### src/rtl/core/laec_pkg.sv
// ----------------------------------------------------------------------------
// laec_pkg
// Shared types and constants of the LMS echo canceller core.
// ----------------------------------------------------------------------------
package laec_pkg;

	// Reset value of the adaptation gain (Q31)
	localparam logic signed [31:0] STEP_RESET = 32'sd814748000;

	typedef enum logic [3:0] {
		ST_CLEAR,
		ST_IDLE,
		ST_FILT,
		ST_FDRAIN,
		ST_ERR,
		ST_GMUL,
		ST_GLOAD,
		ST_UPD,
		ST_UDRAIN,
		ST_DONE
	} state_t;

	// Controller -> datapath
	typedef struct packed {
		logic clear_step;
		logic load;
		logic issue;
		logic upd;
		logic err_calc;
		logic gain_mul;
		logic gain_load;
		logic out_load;
		logic in_ready;
	} cmd_t;

	// Datapath -> controller
	typedef struct packed {
		logic clear_last;
		logic last_tap;
		logic pipe_empty;
		logic out_free;
	} status_t;

endpackage

### src/rtl/core/laec_ctrl.sv
// ----------------------------------------------------------------------------
// laec_ctrl
// Sequencer: clearing pass, filter sweep, gain, coefficient update, output.
// ----------------------------------------------------------------------------
module laec_ctrl
	import laec_pkg::*;
(
	input  logic    clk,
	input  logic    arst_n,
	input  logic    in_valid,
	input  status_t status,
	output cmd_t    cmd
);

	state_t state_q;
	state_t state_d;

	always_ff @(posedge clk or negedge arst_n) begin
		if (!arst_n) begin
			state_q <= ST_CLEAR;
		end else begin
			state_q <= state_d;
		end
	end

	always_comb begin
		state_d = state_q;
		case (state_q)
			ST_CLEAR:  if (status.clear_last) state_d = ST_IDLE;
			ST_IDLE:   if (in_valid) state_d = ST_FILT;
			ST_FILT:   if (status.last_tap) state_d = ST_FDRAIN;
			ST_FDRAIN: if (status.pipe_empty) state_d = ST_ERR;
			ST_ERR:    state_d = ST_GMUL;
			ST_GMUL:   state_d = ST_GLOAD;
			ST_GLOAD:  state_d = ST_UPD;
			ST_UPD:    if (status.last_tap) state_d = ST_UDRAIN;
			ST_UDRAIN: if (status.pipe_empty) state_d = ST_DONE;
			ST_DONE:   if (status.out_free) state_d = ST_IDLE;
			default:   state_d = ST_CLEAR;
		endcase
	end

	always_comb begin
		cmd = '0;
		case (state_q)
			ST_CLEAR: cmd.clear_step = 1'b1;
			ST_IDLE: begin
				cmd.in_ready = 1'b1;
				cmd.load     = in_valid;
			end
			ST_FILT:   cmd.issue = 1'b1;
			ST_ERR:    cmd.err_calc = 1'b1;
			ST_GMUL:   cmd.gain_mul = 1'b1;
			ST_GLOAD:  cmd.gain_load = 1'b1;
			ST_UPD: begin
				cmd.issue = 1'b1;
				cmd.upd   = 1'b1;
			end
			ST_DONE:   cmd.out_load = status.out_free;
			default:   cmd = '0;
		endcase
	end

endmodule

### config.mk
export PLATFORM = sky130hd
export DESIGN_NAME = laec_ctrl
export DESIGN_NICKNAME = d
export VERILOG_FILES = /design/src/rtl/core/laec_pkg.sv /design/src/rtl/core/laec_ctrl.sv
export SDC_FILE = /design/constraint.sdc
export NUM_CORES = 1
export LEC_CHECK = 0
export BUFFER_PORTS_ARGS = -buffer_cell sky130_fd_sc_hd__buf_2
export CAP_MARGIN = 30
export CORE_AREA = 2 2 39 41
export DETAILED_ROUTE_END_ITERATION = 8
export DIE_AREA = 0 0 41 43
export SLEW_MARGIN = 20
export SYNTH_ARGS = -nofsm -noshare
export SYNTH_HDL_FRONTEND = slang
export SYNTH_SLANG_ARGS = --single-unit
### constraint.sdc
create_clock -name clk -period 2.35 [get_ports clk]
set_clock_uncertainty 0.15 [all_clocks]
set_input_delay 0.235 -clock clk [delete_from_list [all_inputs] [get_ports clk]]
set_output_delay 0.235 -clock clk [all_outputs]
set_load 0.1 [all_outputs]
Word level (Yosys, flattened, before mapping)

Index checks and enable logic that the tools add are counted.
Widths: inputs -> output; s select.

Flip-flop bits (word level): 4
Input port bits: 7
Output and inout port bits: 9
Logic and storage cells: 37

Equality and inequality tests: 16
Mux-type cells: 17
Reduce and logical (&&, ||, !) cells: 3

Operator list:

| cell               | number |
|---|---|
| $pmux 4 s10        | 1 |
| $mux 4             | 7 |
| $eq 4x3->1 const B | 4 |
| $ne 2x2->1 const B | 7 |
| $mux 1             | 9 |
| $eq 4x2->1 const B | 2 |
| $eq 4x4->1 const B | 2 |
| $reduce_and 7->1   | 1 |
| $eq 4x1->1 const B | 1 |
| $logic_not 4->1    | 1 |
| $reduce_or 2->1    | 1 |

Logic depth before layout (Yosys ltp)

Gate-level depths: netlist of the first run.

Word-level depth: 3
Depth in mapped cells: 4
Depth with buffers taken out: 3

Worst setup path before layout of the first run

Ideal clock, no wire load.

Kind: reg2out
From: register state_q[1]
To: output port cmd[8] in the netlist's numbering
Data arrival time: 3492 ps
Data required time: 1965 ps
Setup slack: -1527 ps
Stages on the path, launching flop included: 3
Buffers on the path: 1
Cells stage by stage: dfrtp_1 clkbuf_1 nor4_1

RTL lines:

| item                   | line            | text |
|---|---|---|
| from (decl)            | laec_ctrl.sv:15 | `state_t state_q;` |
| from (signal assigned) | laec_ctrl.sv:22 | `state_q <= state_d;` |
| to (decl)              | laec_ctrl.sv:12 | `output cmd_t cmd` |

==> results of run 1 <==
cell usage in the layout (no fill, tap or decap), drive strengths merged, types with 2 or more instances in the layout:
cell type,instances
nor3b,2
nor2,8
nand2,5
dfrtp,4
buf,17
nand3,3
clkbuf,3
a21oi,2
area by class of cell:
cell class | instances | area share
multi-input cells | 34 | 0.4682
inverters | 1 | 0.007634
flip-flops and latches | 4 | 0.2036
well taps | 16 | 0.04071
repair buffers | 18 | 0.2341
clock buffers | 3 | 0.04580
worst max-delay path by stage:
stage               startpoint      to  slack, ps  depth (start not counted)
global route        state_q[2]  cmd[1]        160                          3
CTS                 state_q[2]  cmd[1]        210                          3
detailed placement  state_q[2]  cmd[1]        460                          3
floorplan           state_q[1]  cmd[8]       -370                          2
finish              state_q[2]  cmd[1]        200                          3
global placement    state_q[2]  cmd[1]        470                          3
through the flow:
step	hold WS (ps)	utilization	setup slack (ps)
2_1_floorplan	-210.6	-	-373.2
3_3_place_gp	-107.3	0.3318	473.7
3_5_place_dp	-106.0	0.3318	464.5
4_1_cts	146.8	0.3553	207.3
5_1_grt	167.2	0.3553	155.3
6_report	157.0	0.3553	200.3
cell usage after synthesis, drive strengths merged:
| library cell | count |
|---|---|
| dfrtp | 4 |
| o22ai | 1 |
| nand3 | 3 |
| or3b | 1 |
| xnor2 | 1 |
| a32o | 1 |
| or3 | 1 |
| clkbuf | 2 |
| o21ai | 1 |
| and3 | 1 |
| nor3 | 1 |
| a221o | 1 |
| and2 | 1 |
| a21oi | 2 |
| o21a | 1 |
| nor4 | 1 |
| nor2 | 8 |
| buf | 2 |
| nor3b | 2 |
| inv | 1 |
| mux2i | 1 |
| nand4b | 1 |
| nand2 | 5 |
layer usage:
layer | vias up | part of all wire | global-route usage | routed length, um
met5 | - | 0 | 0 | 0
met4 | 0 | 0 | 0.04000 | 0
met3 | 0 | 0.065 | 0 | 56
met2 | 17 | 0.49 | 0.1563 | 422
met1 | 172 | 0.44 | 0.1601 | 376
li1 | 186 | - | - | -
cells by family after synthesis:
family	share of synthesized area
simple gates	0.4008
compound gates	0.1548
buf+inv	0.06746
flops	0.3175
xor+xnor	0.02778
mux	0.03175
worst max-delay path, stage by stage, from the launching register on:
cell and delay [ps]:
dfrtp_1 500, or3b_1 490, nor2_2 120, buf_2 420
timing repair:
| action | in CTS | in global routing |
|---|---|---|
| hold endpoints to repair | 4 | 0 |
| endpoints found under the setup margin | 0 | 0 |
| hold buffers | 1 | 0 |
==> impl_summary.log, run 1 <==
[metrics] synthesized area per cell: about 7.3 um2
[metrics] insertion delay to the later sink of the worst-skew pair: roughly 230 ps
[metrics] total wire length after detailed routing: around 860 um
[metrics] post-synthesis net count: 50
[metrics] total grt overflow: 0
[metrics] final-report max-slew violation count: 0
[metrics] final antenna diode count: 0
[metrics] via density per instance: between 4 and 5
[metrics] largest buffer count on any clock path: 2
[metrics] number of H-tree levels: 1
[metrics] critical setup path kind: register to output pin
[metrics] worst r2r path cells: 4
[metrics] CP arrival: 1760 ps
[metrics] DRC violation total after the first TritonRoute iteration: 9
[metrics] combined area of the multi-input logic cells: 230.2 um2
[metrics] Initial Utilization: 0.2278
[metrics] RSZ-0062 raised after global routing: false
[metrics] flip-flop and latch count after synthesis: 4
[metrics] Startpoint Class: register
[metrics] Post-DP HPWL: around 630 um
[metrics] max cap viols: 0
[metrics] clock transition time at the flip-flop clock pins of the worst setup and hold paths: approximately 40 ps
[metrics] Slew @ Worst Pin: 485.6 ps
[metrics] cell type with the largest total area after synthesis: dfrtp_1
[metrics] number of distinct standard cells referenced by the synthesized netlist: 23
[metrics] height of the die: about 43 um
[metrics] Hold Path End: state_q[2]
[metrics] clock sink count: 4
[metrics] clock tree root buffer cell: clkbuf_4
[metrics] number of warning messages in the yosys log: 0
[metrics] Most flops, register: state_q
[metrics] # Post-CTS Setup Buffers: 0
[metrics] Die Outline Area: around 1800 um2
[metrics] layout overhead on the synthesized area: 55.95%
[metrics] biggest registers after layout: state_q x4
[metrics] Critical Path RT: 1970 ps
[metrics] final estimated routing congestion in global placement: roughly 0.8
[metrics] maximum fanout along the worst path: 11
[metrics] result of the run: complete, no violations
[metrics] sequential-to-total area share from yosys stat: 0.3175
[metrics] Post-layout nets: 69
[metrics] cell area after synthesis: around 320 um2
[metrics] number of flip-flops in the largest register: 4
[metrics] number of iterations in the first detailed-routing pass: 4
[metrics] Final Cell Area: around 490 um2
[metrics] top cells by area in the synthesized netlist: dfrtp_1, nor2_1, nand2_1, nand3_1, nor3b_1
[metrics] count of nets left with antenna violations after detail routing: 0
[metrics] antenna violations before repair: 0
[metrics] die width: between 40 and 50 um
[metrics] Cells after DPL: between 70 and 80
[metrics] worst reg2reg path endpoint: state_q[0]
[metrics] fin crit period: 2150 ps
[metrics] synthesized instance count: between 40 and 50
[metrics] Top Ports: 16
[metrics] WHS Path Cells: 3
[metrics] largest net degree at the start of global routing: 13
[metrics] DRC violations left: 0
[metrics] storage element area: about 100 um2
[metrics] GRT Total Usage: 0.1060
[metrics] Port Buffer Count: 15
[metrics] TritonCTS clock tree: done
[metrics] count of endpoints failing hold in the final timing report: 0
[metrics] placement-stage cell area: 459.2 um2
[metrics] fraction of final layout cells sized beyond drive strength 1: 0.4667
[metrics] worst reg2reg path startpoint: state_q[1]
[metrics] post_cts resized: 0
[metrics] vias after detailed routing: ~380
[metrics] setup total negative slack: 0 ps
[metrics] number of cell rows: 14
[metrics] final count of negative-setup-slack endpoints: 0
[metrics] worst slew margin relative to its limit: 0.6785
[metrics] hold wc startpoint: status[1]
[metrics] register-to-register path setup slack: between 600 and 700 ps
[metrics] Highest Clock Rate: 465.2 MHz
[metrics] kind of end point of the critical path: output pin
[metrics] wire length per cell after detailed routing: roughly 11 um
[metrics] clock buffers created by TritonCTS: 3
[metrics] Hold/Removal Path Class: primary input to register
[metrics] share of the clock period used by the worst path: 0.9148
[metrics] number of global-route vias before repair: just over 300
[metrics] number of filler instances in the final layout: 142
[metrics] core area: ~1400 um2
[metrics] final non-filler cell total: 76
[metrics] area fraction of the dominant cell type after synthesis: 0.3175
[metrics] global-route wire length before repair: about 1300 um
Power of run 1 is left out: the tool's default activity adds up to more than one toggle a clock period on the data nets, which glitch-free logic cannot reach.
==> inputs of run 2 (changes only) <==
--- a/config.mk
+++ b/config.mk
@@ -5,6 +5,7 @@
 export SDC_FILE = /design/constraint.sdc
 export NUM_CORES = 1
 export LEC_CHECK = 0
+export ABC_AREA = 1
 export BUFFER_PORTS_ARGS = -buffer_cell sky130_fd_sc_hd__buf_2
 export CAP_MARGIN = 30
 export CORE_AREA = 2 2 39 41
==> impl_summary.log, run 2 <==
[metrics] result of the run: complete, no violations
[metrics] max cap viols: 0
[metrics] Critical Path RT: 1970 ps
[metrics] count of nets left with antenna violations after detail routing: 0
[metrics] RSZ-0062 raised after global routing: false
[metrics] Die Outline Area: about 1800 um2
[metrics] synthesized area per cell: about 6.1 um2
[metrics] final-report max-slew violation count: 0
[metrics] die width: around 41 um
[metrics] cell type with the largest total area after synthesis: dfrtp_1
[metrics] height of the die: about 43 um
[metrics] Post-DP HPWL: approximately 750 um
[metrics] sequential-to-total area share from yosys stat: 0.2446
[metrics] worst reg2reg path startpoint: state_q[0]
[metrics] Initial Utilization: 0.2957
[metrics] CP arrival: roughly 1700 ps
[metrics] top cell types by occurrence after synthesis: inv_1, nand2_1, nand3_1
[metrics] Slew @ Worst Pin: approximately 480 ps
[metrics] global-route wire length before repair: 1407 um
[metrics] storage element area: 100.1 um2
[metrics] number of warning messages in the yosys log: 0
[metrics] post-synthesis net count: 74
[metrics] via density per instance: between 4 and 5
[metrics] area fraction of the dominant cell type after synthesis: 0.2446
[metrics] Critical path buffers and inverters: 2
[metrics] flip-flop and latch count after synthesis: 4
[metrics] Post-layout nets: 95
[metrics] clock tree root buffer cell: clkbuf_4
[metrics] cell area after synthesis: 409.1 um2
[metrics] synthesized instance count: 67
[metrics] number of cell rows: 14
[metrics] maximum fanout along the worst path: 7
[metrics] total grt overflow: 0
[metrics] number of filler instances in the final layout: ~170
[metrics] TritonCTS clock tree: done
[metrics] fraction of final layout cells sized beyond drive strength 1: 0.4419
[metrics] clock sink count: 4
[metrics] share of the clock period used by the worst path: 0.8695
[metrics] top library cells by usage in the layout, fill and taps aside: buf_2, inv_1, nand2_1
[metrics] clock buffers created by TritonCTS: 3
[metrics] largest buffer count on any clock path: 2
[metrics] crit path launch: state_q[0]
[metrics] final antenna diode count: 0
[metrics] wire length per cell after detailed routing: 8.618 um
[metrics] antenna violations before repair: 0
[metrics] fraction of registers with async set/reset: 1.000
[metrics] fin crit period: approximately 2000 ps
[metrics] family with the most delay on the worst path: buffers and inverters
[metrics] hold wc startpoint: status[2]
[metrics] vias after detailed routing: 463
[metrics] final estimated routing congestion in global placement: between 0.7 and 0.8
[metrics] DRC violations left: 0
[metrics] most common cell after layout, fill and taps aside: buf_2
[metrics] most frequent cell after synthesis: inv_1
[metrics] cell with the biggest individual delay on the critical path: dfrtp_1
[metrics] number of H-tree levels: 1
[metrics] total wire length after detailed routing: 879 um
[metrics] worst slew margin relative to its limit: 0.6793
[metrics] final count of negative-setup-slack endpoints: 0
[metrics] most common flop cell mapped by yosys: dfrtp_1
[metrics] number of distinct standard cells referenced by the synthesized netlist: 14
[metrics] Port Buffer Count: 15
[metrics] number of flip-flops in the largest register: 4
[metrics] insertion delay to the later sink of the worst-skew pair: 230 ps
[metrics] biggest registers after layout: state_q x4
[metrics] DRC violation total after the first TritonRoute iteration: 9
[metrics] GRT Total Usage: 0.1109
[metrics] number of global-route vias before repair: ~360
[metrics] Top Ports: 16
[metrics] Most flops, register: state_q
[metrics] kind of end point of the critical path: output pin
[metrics] top cells by area in the synthesized netlist: dfrtp_1, inv_1, nand2_1, nand3_1, nor2_4
[metrics] setup total negative slack: 0 ps
[metrics] post_cts resized: 0
[metrics] clock transition time at the flip-flop clock pins of the worst setup and hold paths: 40 ps
[metrics] stage delay of the slowest cell on the critical path: 450 ps
[metrics] number of iterations in the first detailed-routing pass: 4
[metrics] worst path cell trace: nor2_1 -> inv_1 -> nor3_2 -> buf_2
[metrics] core area: about 1400 um2
[metrics] critical setup path kind: register to output pin
[metrics] Highest Clock Rate: roughly 490 MHz
[metrics] Startpoint Class: register
[metrics] number of synthesized flops with an enable pin: 0
[metrics] combined area of the multi-input logic cells: ~270 um2
[metrics] count of endpoints failing hold in the final timing report: 0
[metrics] layout overhead on the synthesized area: 36.39%
[metrics] largest net degree at the start of global routing: 8
[metrics] Hold/Removal Path Class: primary input to register
## run 2: per-stage QoR
stage / instances / area, um2 / hold WS [ps] / worst slack, ps / utilization
finish: 102 / 558.0 / 155.2 / 306.6 / 0.4033
global route: 102 / 558.0 / 183.4 / 200.3 / 0.4033
CTS: 102 / 558.0 / 156.8 / 303.7 / 0.4033
detailed placement: 98 / 525.5 / -106.9 / 547.8 / 0.3797
global placement: 98 / 525.5 / -107.4 / 545.2 / 0.3797
floorplan: 67 / 430.4 / -210.6 / -340.0 / -
## run 2: worst paths after layout
path	to	slack (ps)	cells past startpoint
max	cmd[8]	310	4
min	state_q[2]	160	4
max reg2reg	state_q[2]	900	6
min reg2reg	state_q[1]	450	2
max in group asynchronous	state_q[3]	1740	2
min in group asynchronous	state_q[1]	190	2
## run 2: final cells by class
cell class | count | share of cell area
timing repair buffer | 16 | 0.1525
sequential | 4 | 0.1794
inverter | 16 | 0.1076
clock buffer | 3 | 0.04036
tap | 16 | 0.03587
multi-input combinational | 47 | 0.4843
## run 2: logic make-up after synthesis
group	after synthesis	share of synthesized area
AND/OR/NAND/NOR	44	0.5719
buffers and inverters	16	0.1468
AO/OA/AOI/OAI	3	0.03669
flip-flops	4	0.2447
## run 2: metal layers
layer	up-vias	global-route usage	part of all wire
met5	-	0	0
met4	0	0.02000	0
met3	0	0.01571	0.063
met2	18	0.1750	0.49
met1	202	0.1564	0.45
li1	243	-	-
## run 2: what timing repair did
item / 4_1_cts / 5_1_grt
setup buffers: 0 / 0
hold endpoints to repair: 4 / 0
hold buffers: 1 / 0
## run 2: worst reg2reg max path: stages, from the launching register on
cell	delay [ps]
dfrtp_1	450
nor2_1	310
nand3_1	130
nand2_2	110
nor2_4	50
nand3_1	70
nand2_1	50
Power of run 2 is left out for the same reason.
